### config.mk
export PLATFORM = sky130hd
export DESIGN_NAME = gfp_decode
export DESIGN_NICKNAME = d
export VERILOG_FILES = /design/src/rtl/gfp_pkg.sv /design/src/rtl/gfp_decode.sv
export SDC_FILE = /design/constraint.sdc
export NUM_CORES = 1
export LEC_CHECK = 0
export BUFFER_PORTS_ARGS = -buffer_cell sky130_fd_sc_hd__buf_2
export CORE_ASPECT_RATIO = 0.7
export CORE_MARGIN = 10
export CORE_UTILIZATION = 25
export CTS_BUF_LIST = sky130_fd_sc_hd__clkbuf_4 sky130_fd_sc_hd__clkbuf_8
export CTS_CLUSTER_SIZE = 40
export DETAILED_ROUTE_END_ITERATION = 6
export HOLD_SLACK_MARGIN = 0.1
export SLEW_MARGIN = 0
export SYNTH_ARGS = -nofsm -noshare
export SYNTH_HDL_FRONTEND = slang
export SYNTH_SLANG_ARGS = --single-unit
### constraint.sdc
create_clock -name clock -period 11.3 [get_ports clock]
set_input_delay 1.695 -clock clock [delete_from_list [all_inputs] [get_ports clock]]
set_output_delay 1.695 -clock clock [all_outputs]
set_load 0.02 [all_outputs]
### src/rtl/gfp_pkg.sv
// Shared constants, types and the read plan for the GNSS frame parser.
package gfp_pkg;

   localparam int MAX_PAYLOAD  = 512;
   localparam int MAX_CHANNELS = 64;
   localparam int RES_LIMIT    = 42;
   localparam int CHAN_CAP     = (MAX_CHANNELS < RES_LIMIT) ? MAX_CHANNELS : RES_LIMIT;
   localparam int ADDR_W       = $clog2(MAX_PAYLOAD);
   localparam int LEN_W        = $clog2(MAX_PAYLOAD + 1);
   localparam int NUM_W        = $clog2(CHAN_CAP + 1);
   localparam int NUM_SLOTS    = 23;
   localparam int SLOT_W       = 5;
   localparam int OFF_W        = 6;
   localparam int SAT_HDR      = 8;
   localparam int SAT_STRIDE   = 12;
   // x/12 == (x*683)>>13 for every x below 2048
   localparam int RECIP_12     = 683;
   localparam int RECIP_SH     = 13;

   localparam logic [7:0] SYNC_1    = 8'hB5;
   localparam logic [7:0] SYNC_2    = 8'h62;
   localparam logic [7:0] CLASS_NAV = 8'h01;
   localparam logic [7:0] ID_PVT    = 8'h07;
   localparam logic [7:0] ID_SAT    = 8'h35;
   localparam logic [7:0] ID_CLOCK  = 8'h22;
   localparam int PVT_MIN   = 92;
   localparam int CLOCK_MIN = 20;
   localparam int SAT_MIN   = 8;

   localparam logic [1:0] KIND_PVT      = 2'd0;
   localparam logic [1:0] KIND_SAT      = 2'd1;
   localparam logic [1:0] KIND_SAT_LAST = 2'd2;
   localparam logic [1:0] KIND_CLOCK    = 2'd3;

   localparam int EN_PVT   = 0;
   localparam int EN_SAT   = 1;
   localparam int EN_CLOCK = 2;

   typedef enum logic [1:0] {MODE_PVT, MODE_CLOCK, MODE_SAT} mode_type;

   typedef struct packed {
      logic             valid;
      mode_type         mode;
      logic [LEN_W-1:0] len;
   } start_type;

   typedef struct packed {
      logic [OFF_W-1:0]  off;
      logic [SLOT_W-1:0] slot;
      logic              last;
   } plan_type;

   // Slots 0..6 are byte_a..byte_g, slots 7..22 the four words, low byte first.
   function automatic plan_type plan_fn(mode_type mode, logic [SLOT_W-1:0] step);
      plan_type p;
      p = '{off: '0, slot: '0, last: 1'b1};
      case (mode)
         MODE_PVT: begin
            p.last = (step == SLOT_W'(20));
            case (step)
               5'd0:  p = '{off: 6'd6,  slot: 5'd0,  last: 1'b0};
               5'd1:  p = '{off: 6'd7,  slot: 5'd1,  last: 1'b0};
               5'd2:  p = '{off: 6'd8,  slot: 5'd2,  last: 1'b0};
               5'd3:  p = '{off: 6'd9,  slot: 5'd3,  last: 1'b0};
               5'd4:  p = '{off: 6'd10, slot: 5'd4,  last: 1'b0};
               5'd5:  p = '{off: 6'd20, slot: 5'd5,  last: 1'b0};
               5'd6:  p = '{off: 6'd23, slot: 5'd6,  last: 1'b0};
               5'd19: p = '{off: 6'd4,  slot: 5'd19, last: 1'b0};
               5'd20: p = '{off: 6'd5,  slot: 5'd20, last: 1'b1};
               default: begin
                  // longitude, latitude, then height at 36
                  p.slot = step;
                  p.off  = (step < 5'd15) ? OFF_W'(step + 5'd17) : OFF_W'(step + 5'd21);
                  p.last = 1'b0;
               end
            endcase
         end
         MODE_CLOCK: begin
            p.off  = OFF_W'(step) + OFF_W'(4);
            p.slot = step + SLOT_W'(7);
            p.last = (step == SLOT_W'(15));
         end
         MODE_SAT: begin
            case (step)
               5'd0:    p = '{off: 6'd0, slot: 5'd0, last: 1'b0};
               5'd1:    p = '{off: 6'd1, slot: 5'd1, last: 1'b0};
               5'd2:    p = '{off: 6'd2, slot: 5'd2, last: 1'b0};
               5'd3:    p = '{off: 6'd3, slot: 5'd3, last: 1'b0};
               5'd4:    p = '{off: 6'd8, slot: 5'd4, last: 1'b0};
               5'd5:    p = '{off: 6'd4, slot: 5'd7, last: 1'b0};
               default: p = '{off: 6'd5, slot: 5'd8, last: 1'b1};
            endcase
         end
         default: p = '{off: '0, slot: '0, last: 1'b1};
      endcase
      return p;
   endfunction

endpackage

### src/rtl/gfp_decode.sv
// Decode sequencer: reads the payload store and emits result transactions.
module gfp_decode
   import gfp_pkg::*;
(
   input  logic                clock,
   input  logic                reset,
   input  start_type           start,
   output logic                busy,
   output logic [ADDR_W-1:0]   rd_addr,
   input  logic [7:0]          rd_data,
   output logic                rsp_tvalid,
   input  logic                rsp_tready,
   output logic [183:0]        rsp_tdata,
   output logic [1:0]          rsp_tuser
);
   typedef enum logic [2:0] {S_IDLE, S_CNT_RD, S_CNT_WAIT, S_ADDR, S_DATA, S_EMIT} state_type;

   state_type         state_ff;
   mode_type          mode_ff;
   logic [LEN_W-1:0]  len_ff;
   logic [LEN_W-1:0]  base_ff;
   logic [SLOT_W-1:0] step_ff;
   logic [NUM_W-1:0]  num_ff, chan_ff;
   logic [1:0]        kind_ff;
   logic [7:0]        slot_ff [NUM_SLOTS];

   plan_type               plan;
   logic [LEN_W-1:0]       avail;
   logic [LEN_W+9:0]       quot_prod;
   logic [LEN_W-1:0]       quot;
   logic [11:0]            need;
   logic [LEN_W-1:0]       cnt_a;
   logic [NUM_W-1:0]       num_in;
   logic [LEN_W-1:0]       sum_addr;

   assign plan      = plan_fn(mode_ff, step_ff);
   assign avail     = len_ff - LEN_W'(SAT_HDR);
   assign quot_prod = (LEN_W+10)'(avail) * (LEN_W+10)'(RECIP_12);
   assign quot      = LEN_W'(quot_prod >> RECIP_SH);
   assign need      = 12'(rd_data) * 12'(SAT_STRIDE) + 12'(SAT_HDR);

   always_comb begin
      if (32'(need) > 32'(len_ff)) begin
         cnt_a = quot;
      end else begin
         cnt_a = LEN_W'(rd_data);
      end
      if (32'(cnt_a) > 32'(CHAN_CAP)) begin
         num_in = NUM_W'(CHAN_CAP);
      end else begin
         num_in = NUM_W'(cnt_a);
      end
   end

   assign sum_addr = base_ff + LEN_W'(plan.off);

   always_comb begin
      rd_addr = sum_addr[ADDR_W-1:0];
      if (state_ff == S_CNT_RD) begin
         rd_addr = ADDR_W'(5);
      end
   end

   always_ff @(posedge clock) begin
      if (reset) begin
         state_ff <= S_IDLE;
      end else begin
         case (state_ff)
            S_IDLE: begin
               if (start.valid) begin
                  mode_ff <= start.mode;
                  len_ff  <= start.len;
                  base_ff <= '0;
                  step_ff <= '0;
                  chan_ff <= '0;
                  for (int i = 0; i < NUM_SLOTS; i++) slot_ff[i] <= '0;
                  case (start.mode)
                     MODE_PVT:   kind_ff <= KIND_PVT;
                     MODE_CLOCK: kind_ff <= KIND_CLOCK;
                     default:    kind_ff <= KIND_SAT;
                  endcase
                  if (start.mode == MODE_SAT) begin
                     base_ff  <= LEN_W'(SAT_HDR);
                     state_ff <= S_CNT_RD;
                  end else begin
                     state_ff <= S_ADDR;
                  end
               end
            end
            S_CNT_RD: state_ff <= S_CNT_WAIT;
            S_CNT_WAIT: begin
               num_ff <= num_in;
               if (num_in == '0) begin
                  kind_ff  <= KIND_SAT_LAST;
                  state_ff <= S_EMIT;
               end else begin
                  state_ff <= S_ADDR;
               end
            end
            S_ADDR: state_ff <= S_DATA;
            S_DATA: begin
               if (mode_ff == MODE_SAT && plan.slot == SLOT_W'(4)) begin
                  slot_ff[plan.slot] <= {7'd0, rd_data[3]};
               end else begin
                  slot_ff[plan.slot] <= rd_data;
               end
               if (plan.last) begin
                  if (mode_ff == MODE_SAT) begin
                     // azimuth sign extension, channel index and count
                     slot_ff[9]  <= {8{rd_data[7]}};
                     slot_ff[10] <= {8{rd_data[7]}};
                     slot_ff[5]  <= 8'(chan_ff);
                     slot_ff[6]  <= 8'(num_ff);
                     kind_ff     <= (chan_ff + NUM_W'(1) == num_ff) ? KIND_SAT_LAST : KIND_SAT;
                  end
                  state_ff <= S_EMIT;
               end else begin
                  step_ff  <= step_ff + SLOT_W'(1);
                  state_ff <= S_ADDR;
               end
            end
            S_EMIT: begin
               if (rsp_tready) begin
                  if (mode_ff == MODE_SAT && chan_ff + NUM_W'(1) < num_ff) begin
                     chan_ff  <= chan_ff + NUM_W'(1);
                     base_ff  <= base_ff + LEN_W'(SAT_STRIDE);
                     step_ff  <= '0;
                     state_ff <= S_ADDR;
                  end else begin
                     state_ff <= S_IDLE;
                  end
               end
            end
            default: state_ff <= S_IDLE;
         endcase
      end
   end

   assign busy       = (state_ff != S_IDLE);
   assign rsp_tvalid = (state_ff == S_EMIT);
   assign rsp_tuser  = kind_ff;

   always_comb begin
      for (int i = 0; i < NUM_SLOTS; i++) rsp_tdata[i*8 +: 8] = slot_ff[i];
   end
endmodule

==> metrics.txt, run 1 <==
detailed placement HPWL=31.2 mm; final setup fails=0; ANT nets after route=0; maximum vdd drop=~0.12 mV; H-tree levels=2; per-cell routed wire length=~20 um; CTS tree=done; Final Hold Fails=0; fin crit period=approximately 6100 ps; die height=around 210 um; Cells after Synth=between 1000 and 1500; Setup crit end kind=flip-flop; initial core utilization=roughly a quarter; n_diodes=0; Synth Flop Type=edfxtp_1; Core Region=0.0497 sq mm; path category of the worst min-delay check=reg2reg; critical-path maximum fanout=6; first-pass GRT wire length=60.4 mm; P&R area growth vs syn=19.8%; Worst Path Required=~12000 ps; DP Worst Slack=approximately 5200 ps; CTS Buf Count=37; post-CTS setup buffers=0; critical path arrival=6310 ps; period utilization=around 54%; Ports=221; Fin Hold WS=~460 ps; flop and latch count out of synthesis=between 200 and 250; clk root buf=clkbuf_8; Post-synth ARST share=0%; Util after Layout=30.6%; post-cts resize count=0; Nets=around 1500; 1st-iter DRT viols=approximately 820; status=finished clean; warnings from Yosys=0; number of synthesized flops with an enable pin=~220; Max Root-Sink Buffers=3; Cell Area, Synth=0.0127 sq mm; FP Rows=68; most frequent cells in the layout=buf_2, edfxtp_1, nor2_1; final non-filler cell total=approximately 2100; Die X=between 200 and 300 um; Routed WL=40.5 mm; vias per cell=between 4 and 5; GRT Resource Usage Total=13.0%; most common cell after layout, fill and taps aside=buf_2; element type at the critical path start=flip-flop; setup_tns=0 ps; max-cap viol count=0; dpl cells=around 2000; Reg2Reg Setup Slack=5240 ps; clock-pin slew on the worst setup and hold paths=60 ps; I/O Buffers=220; Post-CTS Hold Buffers=0; post-route setup slack=5240 ps; pin count of the biggest net entering global routing=26; total gr overflow=0; fraction of layout cells with a size suffix above 1=between 20% and 30%; DRC errors left=0; Pre-antenna DRT Iters=7; syn_nets=1299; DR vias=9492; Crit Path Category=reg2reg; max frequency=roughly 0.16 GHz; Worst Max-Slew Pin Slew=about 1100 ps; synthesized area per cell=~11 sq um; clk_lat worst skew=570 ps; unrepaired setup endpoints after global routing=no; Setup Skew=about 47 ps; Synth area leaders=edfxtp_1, ha_1, nor2_1; pwr/cell area=between 200 and 250 mW/mm^2; Die Area=roughly 0.06 sq mm; leakage=6.15 nW; vias in the first global route=approximately 9600; # clock sinks=about 230; area share of the largest cell type after synthesis=51.6%; initial antenna violation count=1; cell taking the most area after synthesis=edfxtp_1; gp weighted congestion=between 0.8 and 0.9; Final Max Slew Viols=0; Seq/Total Area, Yosys=a little over half; synth unique cells=80; Slew headroom=26.0%
## worst max-delay path: stages, from the launching register on
cell	delay [ps]
edfxtp_1	340
inv_1	120
ha_1	260
and3_1	180
xnor2_1	300
ha_1	320
ha_1	280
inv_1	50
fa_1	480
inv_1	60
fa_1	520
inv_1	50
fa_1	500
inv_1	50
ha_1	320
a211o_1	300
o211ai_1	120
a21o_1	210
nand4_1	120
a221oi_1	420
o221a_2	270
a31oi_1	200
a21oi_1	290
## kinds of logic (layout without fill, tap and decap cells)
logic type,after synthesis,after routing,share of synthesized area [%]
compound gates,183,183,10.1
simple gates,426,426,15.4
flops,225,225,52.7
mux,9,9,0.730
xor+xnor,46,46,3.18
buf+inv,136,382,4.27
fa+ha+maj,125,125,13.7
## layout make-up
class	instances	area, sq um
clock inverters	16	111
fillers	5174	34500
flip-flops and latches	225	6690
inverters	90	338
clock buffers	47	591
well taps	665	832
multi-input cells	789	5470
repair buffers	229	1170
## per-layer routing
layer,wire [um],share of wire (%),track usage [%]
met2,16900,42,18.7
met3,3700,9.1,4.81
met1,19400,48,18.4
met5,18,0.044,0
met4,478,1.2,2.04
## flip-flops by register name (all words and copies together) (netlist names)
signal,flops
num_ff,6
step_ff,5
rsp_tuser,2
chan_ff,6
len_ff,10
state_ff,3
base_ff,7
mode_ff,2
slot_ff,184
## path summary, 6_finish.rpt
check,startpoint,end,cells after the start
worst max register to register,len_ff[3],rsp_tuser[0],22
worst min register to register,slot_ff[6][7],slot_ff[6][7],2
worst max-delay path,len_ff[3],rsp_tuser[0],22
worst min-delay path,slot_ff[6][7],slot_ff[6][7],2
## stage by stage
stage,total power [mW],cell area [sq um]
2_1_floorplan,2.10,12700
3_3_place_gp,2.46,14500
3_5_place_dp,2.49,14500
4_1_cts,3.22,15200
5_1_grt,3.44,15200
6_report,3.20,15200
## power by group
part           internal (mW)  leakage [nW]  switching (mW)  total, mW
Combinational          0.533          3.66           0.875       1.41
Clock                  0.368         0.371           0.341      0.709
Sequential              1.02          2.12          0.0605       1.09
## cells in the mapped netlist (all sizes together), types with 22 or more instances
library cell,count
ha,102
inv,89
edfxtp,218
clkbuf,27
o21ai,45
nor2,208
fa,23
nand3,22
nor3,22
nor2b,24
xnor2,27
a21oi,40
nand2,81
No activity file was read; power rests on OpenSTA's default activity.
==> run 2, diff against run 1 <==
ABC_AREA = 1   (was unset)
clock period = 5.72 ns   (was 11.3 ns; I/O delays follow)
==> metrics.txt, run 2 <==
period utilization=96.4% (+43 points); # clock sinks=225 (unchanged); number of synthesized flops with an enable pin=218 (unchanged); crit path from=len_ff[4]; status=finished clean; GR peak layer=met2; fraction of layout cells with a size suffix above 1=25.9% (+3.5 points); total gr overflow=0 (unchanged); maximum vdd drop=0.514 mV (+330%); ANT nets after route=0 (unchanged); initial antenna violation count=2 (+1); Max Root-Sink Buffers=3 (unchanged); Post-CTS Hold Buffers=0 (unchanged); flop and latch count out of synthesis=225 (unchanged); Final Hold Fails=0 (unchanged); fin crit period=5510 ps (-553 ps); Die Area=0.0596 sq mm (-1.1%); Regs by FF count=slot_ff: 184 flops, len_ff: 10 flops, base_ff: 7 flops; P&R area growth vs syn=25.2%; switching share of total power=44.9% (+5.1 points); final setup fails=0 (unchanged); per-cell routed wire length=18.9 um (-3.9%); Final Max Slew Viols=0 (unchanged); Clk pwr share=17.0% (-5.1 points); synthesized area per cell=9.96 sq um (-9.7%); setup_tns=0 ps (unchanged); critical-path maximum fanout=3 (-3); Synth Flop Type=edfxtp_1; Top Family by Delay on Critical Path=adder cells; Ports=221 (unchanged); worst setup path end=rsp_tuser[1]; Cells after Synth=1259 (+9.5%); vias in the first global route=9813 (+2.6%); Die X=288 um (-0.55%); Seq pwr share=25.6% (-8.3 points); DR vias=10100 (+6.6%); gp weighted congestion=0.873 (-0.34%); area share of the largest cell type after synthesis=52.2% (+0.61 points); critical path buffer and inverter count=7 (+2); Crit Path Category=reg2reg; detailed placement HPWL=31.2 mm (+0.19%); Reg2Reg Launch Point=len_ff[4]; Top reg by flops=slot_ff; leakage=6.66 nW (+8.3%); met3 Use GR=4.11% (-0.70 points); hold path startpoint=slot_ff[6][6]; Synth area leaders=edfxtp_1, ha_1, nor2_1; unrepaired setup endpoints after global routing=yes; H-tree levels=2 (unchanged); flip-flop count of the largest register after layout=184 (unchanged); reg2reg end=rsp_tuser[1]; clk root buf=clkbuf_8; WHS Path Cells=2 (unchanged); DRC errors left=0 (unchanged); Cell Area, Synth=0.0125 sq mm (-1.2%); DP Worst Slack=-13.2 ps (-5260 ps); Reg area=0.00669 sq mm (unchanged); vias per cell=4.56 (-0.93%); CTS Buf Count=37 (unchanged); most frequent cells in the layout=nor2_1, buf_2, edfxtp_1; initial core utilization=25.4% (-0.17 points); I/O Buffers=220 (unchanged); Max stage delay on crit path=510 ps (about the same); most common cell after layout, fill and taps aside=nor2_1; cell taking the most area after synthesis=edfxtp_1; Seq/Total Area, Yosys=53.3% (+0.63 points); Setup crit end kind=flip-flop; n_diodes=0 (unchanged); Pre-antenna DRT Iters=5 (-2); Worst Path Required=5980 ps (-5560 ps); most numerous cell in the Yosys netlist=nor2_1; leading cell types by count after synthesis=nor2_1, edfxtp_1, nand2_1; path category of the worst min-delay check=reg2reg; 1st-iter DRT viols=889 (+7.9%); Worst Max-Slew Pin Slew=932 ps (-176 ps); max frequency=0.181 GHz (+10%); Routed WL=41.9 mm (+3.5%); internal power=4.91 mW (+150%); Worst R2R Path Depth=31 (+41%); pin count of the biggest net entering global routing=24 (-7.7%); post-route setup slack=208 ps (-5030 ps); Slew headroom=37.5% (+12 points); FP Rows=68 (unchanged); Worst path depth=31 (+41%); element type at the critical path start=flip-flop; Setup Skew=30.9 ps (-15.6 ps); Util after Layout=31.8% (+1.2 points); Fillers=5113 (-1.2%); GRT Resource Usage Total=13.3% (+0.31 points); met2 usage=20.1% (+1.4 points); Reg2Reg Setup Slack=210 ps (-5030 ps); critical path arrival=5780 ps (-530 ps); grt met1 use=18.5% (+0.10 points); synth unique cells=50 (-38%); CTS tree=done; warnings from Yosys=0 (unchanged); first-pass GRT wire length=61.3 mm (+1.4%); Multi-input gate area=0.00538 sq mm (-1.7%); Nets=1675 (+10%); clock-pin slew on the worst setup and hold paths=60 ps (about the same); Core Region=0.0494 sq mm (-0.51%); Comb pwr share=57.4% (+13 points); die height=207 um (-0.53%); syn_nets=1408 (+8.4%); pwr/cell area=568 mW/mm^2 (+170%); slowest cell on the critical path=fa_1; max-cap viol count=0 (unchanged); clk_lat worst skew=550 ps (-20 ps); Post-synth ARST share=0% (unchanged); Sw Pwr=4.00 mW (+210%)
[run 2: cell types whose count changed after synthesis, moves of 18 or more]
cell	delta
nand2_1	+103
inv_1	+88
nand3_1	+33
nor2_1	+33
clkbuf_1	-23
nor2b_1	-23
xnor2_1	-22
nand2b_1	-18
[run 2: power groups by stage]
| stage | Clock, mW | Combinational [mW] | Sequential (mW) |
|---|---|---|---|
| finish | 1.52 | 5.12 | 2.28 |
| global route | 1.63 | 5.71 | 2.30 |
| detailed placement | 0 | 4.08 | 2.31 |
| CTS | 1.57 | 4.12 | 2.28 |
| floorplan | 0 | 2.71 | 2.46 |
| global placement | 0 | 4.05 | 2.31 |
[run 2: routing by layer]
| metal | vias to the layer above | part of all wire [%] |
|---|---|---|
| met2 | 403 | 44 |
| met1 | 4900 | 45 |
| met3 | 49 | 9.5 |
| li1 | 4768 | - |
| met4 | 0 | 1.2 |
| met5 | - | 0 |
[run 2: worst reg2reg max path: cells and delay by family, from the launching register on]
kind                     cells  cell delay, ps
AND/OR/NAND/NOR             12             980
flip-flops                   1             440
XOR/XNOR                     2             330
AO/OA/AOI/OAI                3             550
adder cells (fa/ha/maj)      7            2400
buffers and inverters        7             500
[run 2: cell families (layout without fill, tap and decap cells)]
| kind of cell | after synthesis | in the layout | share of synthesized area (%) |
|---|---|---|---|
| simple gates | 542 | 542 | 18.3 |
| flops | 225 | 225 | 53.3 |
| buf+inv | 206 | 500 | 6.57 |
| compound gates | 141 | 141 | 6.57 |
| fa+ha+maj | 125 | 125 | 13.9 |
| xor+xnor | 20 | 20 | 1.40 |
[run 2: how the worst min path moves through the flow]
stage | endpoint | slack, ps
after floorplan | slot_ff[6][0] | 530
after global placement | slot_ff[6][6] | 470
after detailed placement | slot_ff[6][6] | 480
after CTS | len_ff[2] | 440
after global routing | len_ff[5] | 450
final | slot_ff[6][6] | 480
[run 2: stage by stage]
| step | hold slack (ps) | cells | total power [mW] | cell area, sq um |
|---|---|---|---|---|
| 3_3_place_gp | 467 | 2137 | 6.36 | 14500 |
| 5_1_grt | 454 | 2218 | 9.65 | 15700 |
| 6_report | 481 | 2218 | 8.91 | 15700 |
| 4_1_cts | 437 | 2203 | 7.97 | 15200 |
| 3_5_place_dp | 477 | 2137 | 6.39 | 14500 |
| 2_1_floorplan | 532 | 1259 | 5.17 | 12500 |
[run 2: area by class of cell]
cell class | count | share of cell area (%)
inverters | 184 | 4.45
clock buffers | 48 | 3.81
multi-input cells | 828 | 34.2
clock inverters | 18 | 1.10
repair buffers | 250 | 8.50
flip-flops and latches | 225 | 42.6
well taps | 665 | 5.30
[run 2: what timing repair did]
action                     4_1_cts  5_1_grt
resized for setup                1       68
setup buffers                    0       15
setup endpoints to repair        2        6
pin swaps                        0       37
==> run 3, diff against run 2 <==
clock period = 6.5 ns   (was 5.72 ns; I/O delays follow)
==> metrics.txt, run 3 (synthesized netlist as in run 2, its figures left out) <==
pin count of the biggest net entering global routing=24 (unchanged); fin crit period=5930 ps (+414 ps); Routed WL=40.4 mm (-3.4%); leakage=6.50 nW (-2.4%); critical-path maximum fanout=7 (+4); Setup crit end kind=flip-flop; clk root buf=clkbuf_8; most frequent cells in the layout=nor2_1, buf_2, edfxtp_1; Final Hold Fails=0 (unchanged); post-CTS setup buffers=0 (unchanged); dpl cells=2127 (-0.47%); final setup fails=0 (unchanged); clk_lat worst skew=550 ps (about the same); vias in the first global route=9736 (-0.78%); DR vias=9862 (-2.5%); Worst Path Required=6740 ps (+760 ps); I/O Buffers=220 (unchanged); Core Region=0.0494 sq mm (unchanged); Die X=288 um (unchanged); Crit Path Category=reg2reg; Top reg by flops=slot_ff; maximum vdd drop=0.307 mV (-40%); CTS Buf Count=37 (unchanged); initial core utilization=25.4% (unchanged); Slew headroom=28.3% (-9.2 points); Top cell by count, worst path=inv_1; initial antenna violation count=2 (unchanged); Final Max Slew Viols=0 (unchanged); FP Rows=68 (unchanged); critical path arrival=6170 ps (+390 ps); P&R area growth vs syn=20.8%; Regs by FF count=slot_ff: 184 flops, len_ff: 10 flops, base_ff: 7 flops; ANT nets after route=0 (unchanged); CTS tree=done; Setup Skew=26.4 ps (-4.57 ps); Design Area, Final=0.0151 sq mm (-3.5%); # clock sinks=225 (unchanged); area post-placement=0.0144 sq mm (-0.52%); n_diodes=0 (unchanged); path category of the worst min-delay check=reg2reg; Util after Layout=30.6% (-1.1 points); slowest cell on the critical path=fa_1; setup_tns=0 ps (unchanged); max frequency=0.169 GHz (-7.0%); 1st-iter DRT viols=821 (-7.6%); DRC errors left=0 (unchanged); Worst Max-Slew Pin Slew=1070 ps (+140 ps); Max stage delay on crit path=540 ps (+30 ps); total gr overflow=0 (unchanged); detailed placement HPWL=30.8 mm (-1.4%); Fin Hold WS=483 ps (+1.83 ps); Pre-antenna DRT Iters=5 (unchanged); die height=207 um (unchanged); unrepaired setup endpoints after global routing=no; Max Root-Sink Buffers=3 (unchanged); gp weighted congestion=0.880 (+0.87%); fraction of layout cells with a size suffix above 1=21.1% (-4.8 points); vias per cell=4.50 (-1.4%); Ports=221 (unchanged); flip-flop count of the largest register after layout=184 (unchanged); period utilization=91.2% (-5.2 points); pwr/cell area=449 mW/mm^2 (-21%); status=finished clean; element type at the critical path start=flip-flop; Nets=1650 (-1.5%); final non-filler cell total=2193 (-1.1%); H-tree levels=2 (unchanged); GRT Resource Usage Total=13.1% (-0.21 points); clock-pin slew on the worst setup and hold paths=60 ps (about the same); Die Area=0.0596 sq mm (unchanged); max-cap viol count=0 (unchanged); most common cell after layout, fill and taps aside=nor2_1; first-pass GRT wire length=60.6 mm (-1.1%); per-cell routed wire length=18.4 um (-2.3%)
## run 3: power by group
part | internal [mW] | switching [mW] | total [mW]
clock | 0.674 | 0.599 | 1.27
sequential | 1.89 | 0.121 | 2.01
combinational | 1.17 | 2.35 | 3.52
## run 3: layout make-up
type	instances	area (sq um)
Multi-Input combinational cell	828	5060
Timing Repair Buffer	225	1140
Tap cell	665	832
Sequential cell	225	6690
Clock buffer	47	584
Inverter	184	698
Clock inverter	19	143
Fill cell	5166	34300
## run 3: stage by stage
stage / power, mW / setup slack, ps
after floorplan: 4.55 / 1040
after global placement: 5.51 / 571
after detailed placement: 5.52 / 346
after CTS: 6.83 / 324
after global routing: 7.44 / 11.1
final: 6.80 / 574
## run 3: per-layer routing
metal	vias to the layer above	wire length [um]	global-route usage, %
li1	4717	-	-
met1	4750	18900	18.6
met2	358	17500	19.6
met3	37	3550	3.83
met4	0	450	2.10
met5	-	0	0
## run 3: repair_timing
item / 4_1_cts / 5_1_grt
endpoints found under the setup margin: 0 / 2
hold buffers: 0 / 0
gates resized for setup: 0 / 4
## run 3: path summary, 6_finish.rpt
kind                      start             to  slack, ps  depth (start not counted)
setup / recovery      len_ff[3]   rsp_tuser[0]        570                         28
hold / removal    slot_ff[5][6]  slot_ff[5][6]        480                          2
setup reg to reg      len_ff[3]   rsp_tuser[0]        570                         28
hold reg to reg   slot_ff[5][6]  slot_ff[5][6]        480                          2
## run 3: worst max-delay path, delay by kind of cell (launching register included)
| kind | cells | cell delay, ps |
|---|---|---|
| compound gates | 5 | 910 |
| xor+xnor | 2 | 390 |
| fa+ha+maj | 7 | 2710 |
| buf+inv | 6 | 440 |
| flops | 1 | 380 |
| simple gates | 8 | 820 |
